[config.mk]
export PLATFORM = sky130hd
export DESIGN_NAME = cpu8_alu_with_flags
export DESIGN_NICKNAME = d
export VERILOG_FILES = /design/src/hw/rtl/cpu8_pkg.sv /design/src/hw/rtl/cpu8_alu_core.sv /design/src/hw/rtl/cpu8_alu_with_flags.sv
export SDC_FILE = /design/constraint.sdc
export NUM_CORES = 1
export LEC_CHECK = 0
export CAP_MARGIN = 10
export CORE_MARGIN = 1.5
export CORE_UTILIZATION = 45
export CTS_BUF_LIST = sky130_fd_sc_hd__clkbuf_16
export DETAILED_ROUTE_END_ITERATION = 10
export DONT_BUFFER_PORTS = 1
export GPL_ROUTABILITY_DRIVEN = 1
export HOLD_SLACK_MARGIN = 0.02
export PLACE_DENSITY = 0.65
export SYNTH_ARGS = -nofsm -noshare
export SYNTH_HDL_FRONTEND = slang
export SYNTH_SLANG_ARGS = --single-unit
[constraint.sdc]
create_clock -name clk -period 8.85 [get_ports clk]
set_input_delay 0 -clock clk [delete_from_list [all_inputs] [get_ports clk]]
set_output_delay 0 -clock clk [all_outputs]
set_load 0.02 [all_outputs]
[src/hw/rtl/cpu8_pkg.sv]
`timescale 1ns / 1ps
// ----------------------------------------------------------------------------
// cpu8_pkg
// Shared types, operation codes, flag bit positions and decimal adjust constants for the 8-bit ALU.
// ----------------------------------------------------------------------------
package cpu8_pkg;

    // Operation codes.
    localparam logic [3:0] OP_INC   = 4'd0;
    localparam logic [3:0] OP_DEC   = 4'd1;
    localparam logic [3:0] OP_ADD   = 4'd2;
    localparam logic [3:0] OP_ADC   = 4'd3;
    localparam logic [3:0] OP_RLCA  = 4'd4;
    localparam logic [3:0] OP_RRCA  = 4'd5;
    localparam logic [3:0] OP_RLA   = 4'd6;
    localparam logic [3:0] OP_RRA   = 4'd7;
    localparam logic [3:0] OP_DAA   = 4'd8;
    localparam logic [3:0] OP_CPL   = 4'd9;
    localparam logic [3:0] OP_SCF   = 4'd10;
    localparam logic [3:0] OP_CCF   = 4'd11;
    localparam logic [3:0] OP_ADD16 = 4'd12;

    // Flag bit positions: S Z 5 H 3 PV N C.
    localparam int FL_S  = 7;
    localparam int FL_Z  = 6;
    localparam int FL_5  = 5;
    localparam int FL_H  = 4;
    localparam int FL_3  = 3;
    localparam int FL_PV = 2;
    localparam int FL_N  = 1;
    localparam int FL_C  = 0;

    // Decimal adjust constants.
    localparam logic [7:0] DAA_LO_CORR = 8'h06;
    localparam logic [7:0] DAA_HI_CORR = 8'h60;

    typedef struct packed {
        logic [3:0]  op;
        logic [15:0] first_operand;
        logic [15:0] second_operand;
        logic [7:0]  flags_in;
    } req_t;

    typedef struct packed {
        logic [15:0] result;
        logic [7:0]  flags_out;
    } rsp_t;

endpackage

[src/hw/rtl/cpu8_alu_core.sv]
`timescale 1ns / 1ps
// ----------------------------------------------------------------------------
// cpu8_alu_core
// Combinational datapath: computes the result and the new flag byte for one
// operation.
// ----------------------------------------------------------------------------
module cpu8_alu_core (
    input  cpu8_pkg::req_t req,
    output cpu8_pkg::rsp_t rsp
);

    logic [7:0]  a;
    logic [7:0]  b;
    logic        cin;
    logic        c_add;
    logic [8:0]  sum8;
    logic [4:0]  half8;
    logic [16:0] sum16;
    logic [12:0] half16;
    logic [3:0]  lo;
    logic        lo_gt9;
    logic [7:0]  corr;
    logic        daa_c;
    logic [7:0]  r;
    logic [15:0] res;
    logic [7:0]  f;

    assign a      = req.first_operand[7:0];
    assign b      = req.second_operand[7:0];
    assign cin    = req.flags_in[cpu8_pkg::FL_C];
    assign c_add  = (req.op == cpu8_pkg::OP_ADC) ? cin : 1'b0;
    assign sum8   = {1'b0, a} + {1'b0, b} + {8'h00, c_add};
    assign half8  = {1'b0, a[3:0]} + {1'b0, b[3:0]} + {4'h0, c_add};
    assign sum16  = {1'b0, req.first_operand} + {1'b0, req.second_operand};
    assign half16 = {1'b0, req.first_operand[11:0]} + {1'b0, req.second_operand[11:0]};
    assign lo     = a[3:0];
    assign lo_gt9 = (lo > 4'd9);
    assign daa_c  = cin || (a > 8'h99);
    assign corr   = ((lo_gt9 || req.flags_in[cpu8_pkg::FL_H]) ? cpu8_pkg::DAA_LO_CORR : 8'h00)
                  | (daa_c ? cpu8_pkg::DAA_HI_CORR : 8'h00);

    always_comb
    begin
        r   = a;
        f   = req.flags_in;
        res = 16'h0000;
        unique case (req.op)
            cpu8_pkg::OP_INC:
            begin
                r = a + 8'd1;
                f[cpu8_pkg::FL_H]  = (lo == 4'hF);
                f[cpu8_pkg::FL_PV] = (a == 8'h7F);
                f[cpu8_pkg::FL_N]  = 1'b0;
            end
            cpu8_pkg::OP_DEC:
            begin
                r = a - 8'd1;
                f[cpu8_pkg::FL_H]  = (lo == 4'h0);
                f[cpu8_pkg::FL_PV] = (a == 8'h80);
                f[cpu8_pkg::FL_N]  = 1'b1;
            end
            cpu8_pkg::OP_ADD, cpu8_pkg::OP_ADC:
            begin
                r = sum8[7:0];
                f[cpu8_pkg::FL_H]  = half8[4];
                f[cpu8_pkg::FL_PV] = ~(a[7] ^ b[7]) & (a[7] ^ sum8[7]);
                f[cpu8_pkg::FL_N]  = 1'b0;
                f[cpu8_pkg::FL_C]  = sum8[8];
            end
            cpu8_pkg::OP_RLCA:
            begin
                r = {a[6:0], a[7]};
                f[cpu8_pkg::FL_C] = a[7];
                f[cpu8_pkg::FL_H] = 1'b0;
                f[cpu8_pkg::FL_N] = 1'b0;
            end
            cpu8_pkg::OP_RRCA:
            begin
                r = {a[0], a[7:1]};
                f[cpu8_pkg::FL_C] = a[0];
                f[cpu8_pkg::FL_H] = 1'b0;
                f[cpu8_pkg::FL_N] = 1'b0;
            end
            cpu8_pkg::OP_RLA:
            begin
                r = {a[6:0], cin};
                f[cpu8_pkg::FL_C] = a[7];
                f[cpu8_pkg::FL_H] = 1'b0;
                f[cpu8_pkg::FL_N] = 1'b0;
            end
            cpu8_pkg::OP_RRA:
            begin
                r = {cin, a[7:1]};
                f[cpu8_pkg::FL_C] = a[0];
                f[cpu8_pkg::FL_H] = 1'b0;
                f[cpu8_pkg::FL_N] = 1'b0;
            end
            cpu8_pkg::OP_DAA:
            begin
                // After a subtraction the correction is taken away instead of added.
                if (req.flags_in[cpu8_pkg::FL_N])
                begin
                    r = a - corr;
                    f[cpu8_pkg::FL_H] = req.flags_in[cpu8_pkg::FL_H] && (lo < 4'd6);
                end
                else
                begin
                    r = a + corr;
                    f[cpu8_pkg::FL_H] = lo_gt9;
                end
                f[cpu8_pkg::FL_PV] = ~(^r);
                f[cpu8_pkg::FL_C]  = daa_c;
            end
            cpu8_pkg::OP_CPL:
            begin
                r = ~a;
                f[cpu8_pkg::FL_H] = 1'b1;
                f[cpu8_pkg::FL_N] = 1'b1;
            end
            cpu8_pkg::OP_SCF:
            begin
                f[cpu8_pkg::FL_C] = 1'b1;
                f[cpu8_pkg::FL_H] = 1'b0;
                f[cpu8_pkg::FL_N] = 1'b0;
            end
            cpu8_pkg::OP_CCF:
            begin
                f[cpu8_pkg::FL_H] = cin;
                f[cpu8_pkg::FL_C] = ~cin;
                f[cpu8_pkg::FL_N] = 1'b0;
            end
            cpu8_pkg::OP_ADD16:
            begin
                f[cpu8_pkg::FL_H] = half16[12];
                f[cpu8_pkg::FL_N] = 1'b0;
                f[cpu8_pkg::FL_C] = sum16[16];
            end
            default:
            begin
                r = a;
            end
        endcase

        // Sign and zero follow the 8-bit result for inc, dec, add, adc and daa.
        if ((req.op == cpu8_pkg::OP_INC) || (req.op == cpu8_pkg::OP_DEC) ||
            (req.op == cpu8_pkg::OP_ADD) || (req.op == cpu8_pkg::OP_ADC) ||
            (req.op == cpu8_pkg::OP_DAA))
        begin
            f[cpu8_pkg::FL_S] = r[7];
            f[cpu8_pkg::FL_Z] = (r == 8'h00);
        end

        if (req.op == cpu8_pkg::OP_ADD16)
        begin
            res = sum16[15:0];
        end
        else
        begin
            res = {8'h00, r};
        end
    end

    assign rsp.result    = res;
    assign rsp.flags_out = f;

endmodule

[src/hw/rtl/cpu8_alu_with_flags.sv]
`timescale 1ns / 1ps
// ----------------------------------------------------------------------------
// cpu8_alu_with_flags
// 8-bit ALU with flag generation for a small CPU core.
// ----------------------------------------------------------------------------
// Usage:
// An operation enters on the req channel (req_valid, req_stall, req) and its
// result leaves on the rsp channel (rsp_valid, rsp_stall, rsp). A transfer
// happens at a rising edge where valid is high and stall is low.
// Each operation first lands in an input register (s1_reg); the ALU datapath
// then works between that register and the result register (s2_reg), which
// offers the result. While the receiver does not hold rsp_stall, a new request
// can transfer on every cycle, so the throughput is one operation per cycle.
// When the receiver holds rsp_stall, the result register keeps its value and
// the input register fills; req_stall rises once both stages are occupied.
// Reset empties both stages: rsp_valid is low and req_stall is low
// afterward. There is no configuration and no state kept between operations.
// ----------------------------------------------------------------------------
module cpu8_alu_with_flags (
    input  logic           clk,
    input  logic           rst_n,
    input  logic           req_valid,
    output logic           req_stall,
    input  cpu8_pkg::req_t req,
    output logic           rsp_valid,
    input  logic           rsp_stall,
    output cpu8_pkg::rsp_t rsp
);

    logic           s1_valid_reg;
    logic           s1_valid_next;
    cpu8_pkg::req_t s1_reg;
    logic           s2_valid_reg;
    logic           s2_valid_next;
    cpu8_pkg::rsp_t s2_reg;
    cpu8_pkg::rsp_t alu_rsp;
    logic           s1_ready;
    logic           s2_ready;
    logic           s1_load;
    logic           s2_load;

    cpu8_alu_core u_core (
        .req (s1_reg),
        .rsp (alu_rsp)
    );

    assign s2_ready      = !s2_valid_reg || !rsp_stall;
    assign s1_ready      = !s1_valid_reg || s2_ready;
    assign s1_load       = req_valid && s1_ready;
    assign s2_load       = s1_valid_reg && s2_ready;
    assign s1_valid_next = s1_ready ? req_valid : s1_valid_reg;
    assign s2_valid_next = s2_ready ? s1_valid_reg : s2_valid_reg;

    always_ff @(posedge clk or negedge rst_n)
    begin
        if (!rst_n)
        begin
            s1_valid_reg <= 1'b0;
            s2_valid_reg <= 1'b0;
        end
        else
        begin
            s1_valid_reg <= s1_valid_next;
            s2_valid_reg <= s2_valid_next;
        end
    end

    always_ff @(posedge clk)
    begin
        if (s1_load)
        begin
            s1_reg <= req;
        end
        if (s2_load)
        begin
            s2_reg <= alu_rsp;
        end
    end

    assign req_stall = !s1_ready;
    assign rsp_valid = s2_valid_reg;
    assign rsp       = s2_reg;

`ifndef ASSERT_OFF
    // A request transfer always leaves the input stage occupied.
    assert property (@(posedge clk) disable iff (!rst_n)
        (req_valid && !req_stall) |=> s1_valid_reg)
        else $error("input stage empty after a request transfer");

    // An occupied input stage moving forward always produces a result.
    assert property (@(posedge clk) disable iff (!rst_n)
        s2_load |=> rsp_valid)
        else $error("result missing after the input stage advanced");

    // Flag bits 5 and 3 are never touched by any operation.
    assert property (@(posedge clk) disable iff (!rst_n)
        s2_load |=> ((rsp.flags_out[cpu8_pkg::FL_5] == $past(s1_reg.flags_in[cpu8_pkg::FL_5]))
                  && (rsp.flags_out[cpu8_pkg::FL_3] == $past(s1_reg.flags_in[cpu8_pkg::FL_3]))))
        else $error("flag bit 5 or 3 changed");

    // Only the 16-bit add may drive the upper result byte.
    assert property (@(posedge clk) disable iff (!rst_n)
        s2_load |=> (($past(s1_reg.op) == cpu8_pkg::OP_ADD16) || (rsp.result[15:8] == 8'h00)))
        else $error("upper result byte set by an 8-bit operation");
`endif

endmodule

* Word-level counts from Yosys, hierarchy flattened
Index checks and enable logic that the tools add are counted. Widths: inputs -> output; s select.
Word-level totals: output and inout port bits 26, register bits 70, word-level logic and storage cells 83
Cells by class: bitwise operators 8, eq/ne operators 15, mux-type cells 13, add/subtract/negate cells 10, $lt $le $gt $ge 3, reduce and logical (&&, ||, !) cells 25
Operators by type and width (number):
- $pmux 8 s9 | 1
- $eq 4x4->1 const B | 6
- $mux 8 | 3
- $add 16x16->17 | 1
- $eq 4x3->1 const B | 4
- $add 12x12->13 | 1
- $reduce_or 10->1 | 1
- $add 8x8->9 | 1
- $add 9x1->9 | 1
- $add 8x1->8 const B | 1
- $add 8x8->8 | 1
- $eq 4x2->1 const B | 2
- $eq 8x7->1 const B | 1
- $eq 8x8->1 const B | 1
- $gt 8x8->1 const B | 1
- $logic_not 4->1 | 2
- $logic_not 8->1 | 1
- $logic_or 1x1->1 | 8
- $not 8->8 | 1
- $or 8x8->8 | 1
- $pmux 1 s8 | 1
- $reduce_or 2->1 | 4
- $reduce_xor 8->1 | 1
- $sub 8x1->8 const B | 1
- other kinds (19) | 28

* Logic depth before layout (Yosys ltp)
Gate-level depths: netlist of run 1.
word-level depth 10, mapped depth 15

* Modules after synthesis
From an unflattened synthesis of run 1, not the netlist that was laid out.
Unflattened totals: cells, all modules 439, area, all modules 4613.2 µm²
Modules (own cells, without submodules):
- cpu8_alu_core | area each 2478.6 µm², instances 1, cells each 363
- cpu8_alu_with_flags | area each 2134.5 µm², instances 1, cells each 76

* Worst setup path after synthesis of run 1
OpenSTA, ideal clock, no wires.
kind register to register, start reg s1_reg[25] in the netlist's numbering, end reg s2_reg (netlist bit rsp[15]), data pin, path buffers 0, setup time 0.260 ns, cell stages (with the launch flop) 16, arrival 3.544 ns, required time 8.590 ns, setup slack 5.046 ns, cells stage by stage edfxtp_1 > or2_2 > a311o_1 > a21oi_1 > ha_1 > inv_1 > o21ai_0 > ha_1 > nand2_1 > a22oi_1 > a41o_1 > or3_4 > a221o_1 > a221oi_2 > o21ai_2 > mux2_2
RTL lines:
- from (decl) | line cpu8_alu_with_flags.sv:32 | cpu8_pkg::req_t s1_reg;
- from (signal assigned) | line cpu8_alu_with_flags.sv:72 | s1_reg <= req;
- to (signal assigned) | line cpu8_alu_with_flags.sv:76 | s2_reg <= alu_rsp;
- to (decl) | line cpu8_alu_with_flags.sv:35 | cpu8_pkg::rsp_t s2_reg;

==> flow_summary.ini, run 1 <==
[grt]
grt_pass1_wl_microns = 18500
busiest_layer = met2
antenna_found_initial = 0
grt_pass1_vias = 3575
grt_max_degree = 45
grt_use_met3_pct = 6.11
grt_use_met2_pct = 34.0
met1_usage_pct = 28.3
grt_use_total_pct = 22.0
grt_overflow = 0

[flow_run]
timing.max_cap.violations = 0

[pwr]
power_frac_clock_pct = 37.4
switching_share_pct = 29.7
peakVddDrop_mv = 0.136
power_leakage_nw = 2.12
p_int_w = 0.000761
p_comb_share_pct = 22.6
p_switching_w = 0.000322
total_power_w = 0.00108
p_per_area_nw_per_um2 = 194
p_seq_share_pct = 40.0

[clock_network]
clk-insertion-delay-late_ns = 0.35
clock_sinks = 70
cts_tree = done
cts_resized = 0
cts-root-buf = clkbuf_16
cts_buffer_depth = 2
h-tree-depth = 3
path_clk_slew_ns = 0.07
cts_buffers = 9

[sta]
setup_violations = 0
maxSlewViolCount = 0
fin_skew_ns = 0.0158
tightest_slew_ns = 1.01
min_period_ns = 4.12
max_freq_mhz = 243
fin_ws_ns = 4.73
rsz0062_at_grt = false
whs_ns = 0.111
fin_crit_sh_pct = 46.6
hold_viol_final = 0
setup_tns_ns = 0
slew-limit-headroom_pct = 32.6

[final_layout]
final_common_cell = edfxtp_1
layout.nets = 569
largest_reg_flops = 44
instances_no_fill = 627
drive_above_1_share_pct = 8.15
layout-area-overhead-vs-synth_pct = 19.1
antenna_cells = 0
final_cell_mix = edfxtp_1 (68), dlygate4sd3_1 (49), o21ai_0 (36), nand2_1 (32)

[drt]
wl_per_cell_microns = 18.5
drc = 0
vias_per_cell = 5.84
drt-total-wl_microns = 11600
ant_nets = 0
dr.pass1.iters = 8
drtIter0Drc = 354
vias = 3659

[synthesis]
yosysSeqAreaShare_pct = 44.7
async_reset_ff_share_pct = 2.86
avgSynthCellArea_sq_um = 10.6
synth_nets = 524
netlist_instances = 441
yosys_register_bits = 70
synth_area_sq_um = 4680
yosys_warnings = 0
synth_edf_count = 68
synthFlopType = edfxtp_1
ys_types = 62

[floorplanning]
initial_core_util_pct = 46.0
core-area_sq_um = 10200
std_cell_rows = 37
ios = 74
die_y_microns = 105
die_area_sq_um = 11000
die_x_microns = 105

[worst_setup_path]
crit_required_ns = 8.94
critPathKind = reg -> reg
cp_data_arrival_time_ns = 4.21
r2r_cells = 15
cp-end-kind = flip-flop
startpoint_type = flip-flop
crit_fanout = 9

[worst_hold_path]
hold_class = in -> reg
hold_path_depth = 2

[place]
placement.io_buffers = 0
dp_slack_ns = 4.78
dp_cells = 562
place_congestion = 0.968
hpwl_microns = 8260

[run_status]
status = complete, no violations
[critical path: stages, from the launching register on]
cell	delay, ns
edfxtp_1	0.53
or2_2	0.38
a311o_1	0.36
a21oi_1	0.28
ha_1	0.29
inv_1	0.05
o21ai_0	0.07
ha_1	0.24
nand2_1	0.07
a22oi_1	0.06
a41o_1	0.22
or3_4	0.39
a221o_1	0.34
a221oi_2	0.22
o21ai_2	0.11
mux2_2	0.28
[area by class of cell]
cell class                 count  area, sq um
fill                         901         4610
multi-input combinational    333         2390
sequential                    70         2090
timing repair buffer          53          520
clock buffer                   9          225
tap                          136          170
clock inverter                 7          106
inverter                      19         71.3
[cells in the mapped netlist, types with 6 or more instances]
master | instances | area, sq um
nand2b_1 | 8 | 50.1
ha_1 | 31 | 388
xor2_1 | 11 | 96.3
inv_1 | 19 | 71.3
clkbuf_8 | 6 | 82.6
or3_1 | 7 | 43.8
xnor2_1 | 20 | 175
or2_2 | 6 | 37.5
nor2_1 | 29 | 109
nor2b_1 | 7 | 43.8
nand2_1 | 32 | 120
o21ai_0 | 36 | 180
edfxtp_1 | 68 | 2040
a21oi_1 | 31 | 155
a21o_1 | 7 | 52.6
mux2i_1 | 7 | 70.1
clkbuf_1 | 12 | 45.0
nand3_1 | 12 | 60.1
and2_1 | 6 | 37.5
[power groups by stage]
stage	Combinational (W)	Clock, W	Sequential [W]
floorplan	0.000186	0	0.000427
global placement	0.000222	0	0.000440
detailed placement	0.000225	0	0.000440
CTS	0.000243	0.000414	0.000433
global route	0.000271	0.000424	0.000435
finish	0.000245	0.000405	0.000433
[metal layers]
layer / wire, microns / share of wire, %
met1: 5030 / 43
met2: 5280 / 46
met3: 863 / 7.4
met4: 420 / 3.6
met5: 0 / 0
[final timing paths]
path,startpoint,endpoint,slack (ns)
min in group asynchronous,rst_n,rsp_valid,0.42
max in group asynchronous,rst_n,s1_valid_reg,8.31
hold / removal,rsp_stall,rsp[18],0.11
setup / recovery,s1_reg[25],rsp[7],4.73
setup reg to reg,s1_reg[25],rsp[7],4.73
hold reg to reg,s1_reg[3],rsp[3],0.42
[what timing repair did]
item,4_1_cts,5_1_grt
hold buffers,49,0
endpoints found under the setup margin,0,0
endpoints found under the hold margin,48,0
buffers inserted,0,0
[cell families (layout without fill, tap and decap cells)]
logic type                 after synthesis  count (layout)  share of synthesized area [%]
adders and majority gates               35              35                           10.0
AOI/OAI and AO/OA                      132             132                           18.8
buffers and inverters                   38              88                           4.41
muxes                                   11              11                           2.70
DFF                                     70              70                           44.7
xor gates and xnor gates                32              32                           6.31
and+or+nand+nor                        123             123                           13.0
[per-stage QoR]
step,util (%),area (sq um)
floorplan,-,4680
finish,54.7,5570
global placement,46.6,4750
global route,54.7,5570
detailed placement,46.6,4750
CTS,54.7,5570
Note: power is estimated with default switching activity, not from simulation.
==> inputs of run 2 (changes only) <==
==> constraint.sdc (replaced) <==
create_clock -name clk -period 3.8 [get_ports clk]
set_input_delay 0 -clock clk [delete_from_list [all_inputs] [get_ports clk]]
set_output_delay 0 -clock clk [all_outputs]
set_load 0.02 [all_outputs]
==> run 2 against run 1 <==
Net effect: sequential power grew 130%; final area grew 2.7%; final cell count is 3.3% higher; non-clock buffer count increased by 21; hold slack improved by 0.027 ns; count of clock-buffer cells in the layout stayed put; wire length rose by 1.5%; total power rose by 120%; clock power increased by 100%; sequential share of layout area fell by 0.98 points; maximum frequency up 12%; register-to-register slack worse by 4.6 ns; largest power group unchanged.
==> flow_summary.ini, run 2 (same netlist as run 1, synthesis figures left out) <==
[run_status]
status = complete, no violations

[worst_setup_path]
critical_path.top_delay_family = compound AO/OA/AOI/OAI gates
crit_fanout = 4
critPathKind = reg -> reg
critPathBufInv = 1
cp_data_arrival_time_ns = 3.77
startpoint_type = flip-flop
crit_chain = or2_4, a311o_1, a21oi_2, buf_4, nand2_2, o21ai_1, ha_1, nand2_1, a22oi_1, a41o_1, or3_4, a221o_1, a221oi_2, o21ai_2, mux2_2
crit_required_ns = 3.89
worst_path_largest_cell_delay_ns = 0.38
cp-end-kind = flip-flop
slowest_stage = edfxtp_1

[sta]
setup_violations = 0
fin_skew_ns = 0.0102
max_freq_mhz = 271
slew-limit-headroom_pct = 33.2
fin_ws_ns = 0.116
setup_tns_ns = 0
hold_viol_final = 0
min_period_ns = 3.68
fin_crit_sh_pct = 96.9
tightest_slew_ns = 1.00
maxSlewViolCount = 0

[place]
hpwl_microns = 8360
placement.io_buffers = 0
dpl-instance-area_sq_um = 4870
place_congestion = 0.934
dp_cells = 578
dp_slack_ns = 0.0288

[clock_network]
cts_buffers = 9
path_clk_slew_ns = 0.06
clk-insertion-delay-late_ns = 0.34
cts_buffer_depth = 2
cts_tree = done
h-tree-depth = 3
cts-root-buf = clkbuf_16
clock_sinks = 70

[floorplanning]
initial_core_util_pct = 46.0
die_y_microns = 105
core-area_sq_um = 10200
std_cell_rows = 37
die_area_sq_um = 11000
ios = 74
die_x_microns = 105

[final_layout]
final_cell_mix = edfxtp_1 (68), dlygate4sd3_1 (49), o21ai_0 (34), nand2_1 (31)
antenna_cells = 0
fin_area_sq_um = 5720
largest_reg_flops = 44
drive_above_1_share_pct = 12.3
layout.nets = 590
layout-area-overhead-vs-synth_pct = 22.3
final_core_util_pct = 56.2
final_common_cell = edfxtp_1
instances_no_fill = 648

[drt]
drt-total-wl_microns = 11800
vias = 3731
drtIter0Drc = 296
dr.pass1.iters = 5
wl_per_cell_microns = 18.2
vias_per_cell = 5.76
ant_nets = 0
drc = 0

[grt]
grt_max_degree = 45
grt_overflow = 0
grt_pass1_wl_microns = 18500
grt_pass1_vias = 3535
grt_use_total_pct = 22.2
antenna_found_initial = 0

[worst_hold_path]
hold_class = in -> reg

[flow_run]
timing.max_cap.violations = 0

[pwr]
peakVddDrop_mv = 0.285
p_per_area_nw_per_um2 = 425
power_leakage_nw = 2.21
-- run 2: area by class of cell --
type	count	area [sq um]
Multi-Input combinational cell	333	2420
Tap cell	136	170
Timing Repair Buffer	74	678
Sequential cell	70	2090
Clock buffer	9	225
Inverter	19	71.3
Clock inverter	7	67.6
Fill cell	900	4460
-- run 2: path summary, 6_finish.rpt --
path	startpoint	to	slack, ns	cells past startpoint
max in group asynchronous	rst_n	rsp_valid	3.26	2
worst max register to register	s1_reg[26]	rsp[15]	0.12	15
worst min-delay path	rsp_stall	rsp[19]	0.14	2
worst min register to register	s1_reg[3]	rsp[3]	0.42	0
min in group asynchronous	rst_n	s1_valid_reg	0.42	2
worst max-delay path	s1_reg[26]	rsp[15]	0.12	15
-- run 2: per-layer routing --
layer / global-route usage [%] / part of all wire (%) / wire, microns
met1: 29.1 / 43 / 5030
met2: 34.7 / 48 / 5620
met3: 4.74 / 6.6 / 782
met4: 11.0 / 2.9 / 342
met5: 0 / 0 / 0
-- run 2: worst register-to-register path, cell delays in order (launching register included) --
cell      delay [ns]
edfxtp_1        0.38
or2_4           0.28
a311o_1         0.33
a21oi_2         0.17
buf_4           0.15
nand2_2         0.06
o21ai_1         0.11
ha_1            0.30
nand2_1         0.08
a22oi_1         0.06
a41o_1          0.21
or3_4           0.34
a221o_1         0.36
a221oi_2        0.21
o21ai_2         0.11
mux2_2          0.28
-- run 2: what timing repair did --
item | CTS | global route
hold endpoints to repair | 48 | 0
setup buffers | 0 | 5
setup endpoints to repair | 0 | 3
hold buffers | 49 | 0
gates resized for setup | 0 | 9
-- run 2: through the flow --
step                      hold WS (ns)  total power [W]
after floorplan                 -0.296          0.00143
after global placement          -0.296          0.00155
after detailed placement        -0.296          0.00156
after CTS                        0.122          0.00243
after global routing             0.153          0.00254
final                            0.137          0.00243
-- run 2: power by group --
group	leakage [nW]	switching [W]	internal (W)
registers	0.679	0.0000624	0.000924
logic	1.39	0.000333	0.000291
clock network	0.144	0.000321	0.000504
==> inputs of run 3 (changes only) <==
--- a/config.mk
+++ b/config.mk
@@ -7,13 +7,14 @@
 export LEC_CHECK = 0
 export CAP_MARGIN = 10
 export CORE_MARGIN = 1.5
-export CORE_UTILIZATION = 45
+export CORE_UTILIZATION = 40
 export CTS_BUF_LIST = sky130_fd_sc_hd__clkbuf_16
 export DETAILED_ROUTE_END_ITERATION = 10
 export DONT_BUFFER_PORTS = 1
 export GPL_ROUTABILITY_DRIVEN = 1
 export HOLD_SLACK_MARGIN = 0.02
-export PLACE_DENSITY = 0.65
+export PLACE_DENSITY = 0.59
+export SLEW_MARGIN = 20
 export SYNTH_ARGS = -nofsm -noshare
 export SYNTH_HDL_FRONTEND = slang
 export SYNTH_SLANG_ARGS = --single-unit
==> run 3 against run 2 <==
Net effect: die area up 12%; maximum frequency rose by 1.2%; final cell count rose by 1.4%; critical path depth is the same; wire length up 2.9%; critical endpoint is now rsp[7]; setup slack better by 0.045 ns; hold slack worse by 0.0065 ns; clock skew is 0.0015 ns higher.
==> flow_summary.ini, run 3 (same netlist as run 1, synthesis figures left out) <==
[run_status]
status = complete, no violations

[worst_setup_path]
worst_path_largest_cell_delay_ns = 0.40
cp-end-kind = flip-flop
critical_path.top_delay_family = compound AO/OA/AOI/OAI gates
critPathKind = reg -> reg
cp_data_arrival_time_ns = 3.72
r2r_cells = 15
crit_fanout = 3
r2r_end = rsp[7]
crit_required_ns = 3.88
slowest_stage = or3_4
worst_path_most_repeated_cell = nand2_1
rrSetupSlack_ns = 0.16
startpoint_type = flip-flop
rr_startpoint = s1_reg[26]
critPathBufInv = 1
crit_chain = or2_4, a311o_1, a21oi_2, buf_4, nand2_1, o21ai_1, ha_1, nand2_1, a22oi_1, a41o_1, or3_4, a221o_1, a221oi_2, o21ai_2, mux2_2

[floorplanning]
initial_core_util_pct = 41.0
die_y_microns = 111
die_x_microns = 111
ios = 74
core-area_sq_um = 11400
std_cell_rows = 39
die_area_sq_um = 12400

[place]
placement.io_buffers = 0
dp_slack_ns = 0.0327
hpwl_microns = 8790
place_congestion = 0.949

[drt]
ant_nets = 0
vias = 3785
vias_per_cell = 5.76
drtIter0Drc = 339
drt-total-wl_microns = 12100
drc = 0
dr.pass1.iters = 5
wl_per_cell_microns = 18.4

[sta]
max_freq_mhz = 275
min_period_ns = 3.64
maxSlewViolCount = 0
hold_viol_final = 0
fin_ws_ns = 0.161
slew-limit-headroom_pct = 30.8
rsz0062_at_grt = false
whs_ns = 0.131
fin_crit_sh_pct = 95.8
setup_violations = 0
tightest_slew_ns = 1.04
fin_skew_ns = 0.0116
setup_tns_ns = 0

[worst_hold_path]
hp-start = rsp_stall
min_to = rsp[9]
hold_class = in -> reg
hold_path_depth = 2

[final_layout]
final_common_cell = edfxtp_1
antenna_cells = 0
final_core_util_pct = 50.1
area.sequential_sq_um = 2090
fill_cells = 1057
multi_input_area_sq_um = 2400
drive_above_1_share_pct = 12.3
layout-area-overhead-vs-synth_pct = 22.3
largest_reg_flops = 44
layout.nets = 592
final_cell_mix = edfxtp_1 (68), dlygate4sd3_1 (49), o21ai_0 (35), nand2_1 (32)

[grt]
grt_max_degree = 45
grt_pass1_wl_microns = 19100
grt_use_total_pct = 20.1
antenna_found_initial = 0
grt_overflow = 0
grt_pass1_vias = 3576

[pwr]
power_leakage_nw = 2.21
p_per_area_nw_per_um2 = 427
peakVddDrop_mv = 0.266

[clock_network]
path_clk_slew_ns = 0.07
cts_buffers = 9
cts_tree = done
clk-insertion-delay-late_ns = 0.34
h-tree-depth = 3
clock_sinks = 70
cts_buffer_depth = 2
cts-root-buf = clkbuf_16

[flow_run]
timing.max_cap.violations = 0
-- run 3: changes by cell type in the layout (fill, tap and decap cells not counted), sizes merged --
cell,delta
buf,+2
clkinv,-2
clkinvlp,+1
inv,+1
-- run 3: routing by layer --
| layer | GRT usage (%) | up-vias | share of wire (%) |
|---|---|---|---|
| met5 | 0 | - | 0 |
| met4 | 5.82 | 0 | 1.9 |
| met3 | 4.70 | 21 | 6.1 |
| met2 | 33.4 | 166 | 48 |
| met1 | 26.1 | 1805 | 44 |
| li1 | - | 1793 | - |
-- run 3: what timing repair did --
action | 4_1_cts | 5_1_grt
pin swaps | 1 | 6
cloned | 0 | 0
hold buffers | 49 | 0
gates resized for setup | 1 | 2
endpoints found under the hold margin | 48 | 0
setup buffers | 1 | 3
endpoints found under the setup margin | 1 | 3
-- run 3: area by class of cell --
class                           instances  share of cell area (%)
Multi-Input combinational cell        333                    41.9
Sequential cell                        70                    36.6
Timing Repair Buffer                   76                    12.1
Clock buffer                            9                    3.94
Tap cell                              143                    3.13
Inverter                               19                    1.25
Clock inverter                          7                    1.16
-- run 3: worst max path at each step --
stage	cells past startpoint	start	end
2_1_floorplan	15	s1_reg[25]	rsp[15]
3_3_place_gp	15	s1_reg[25]	rsp[7]
3_5_place_dp	14	s1_reg[25]	rsp[7]
4_1_cts	14	s1_reg[25]	rsp[7]
5_1_grt	15	s1_reg[26]	rsp[7]
6_report	15	s1_reg[26]	rsp[7]
-- run 3: metrics by stage --
step | area, sq um | cells | power, W
2_1_floorplan | 4680 | 441 | 0.00143
4_1_cts | 5700 | 654 | 0.00244
5_1_grt | 5720 | 657 | 0.00255
3_5_place_dp | 4910 | 588 | 0.00156
3_3_place_gp | 4910 | 588 | 0.00155
6_report | 5720 | 657 | 0.00244
-- run 3: power by group --
| group | leakage [nW] | switching [W] | internal, W | total (W) |
|---|---|---|---|---|
| clock | 0.141 | 0.000331 | 0.000504 | 0.000835 |
| combinational | 1.39 | 0.000327 | 0.000287 | 0.000614 |
| sequential | 0.679 | 0.0000685 | 0.000924 | 0.000992 |
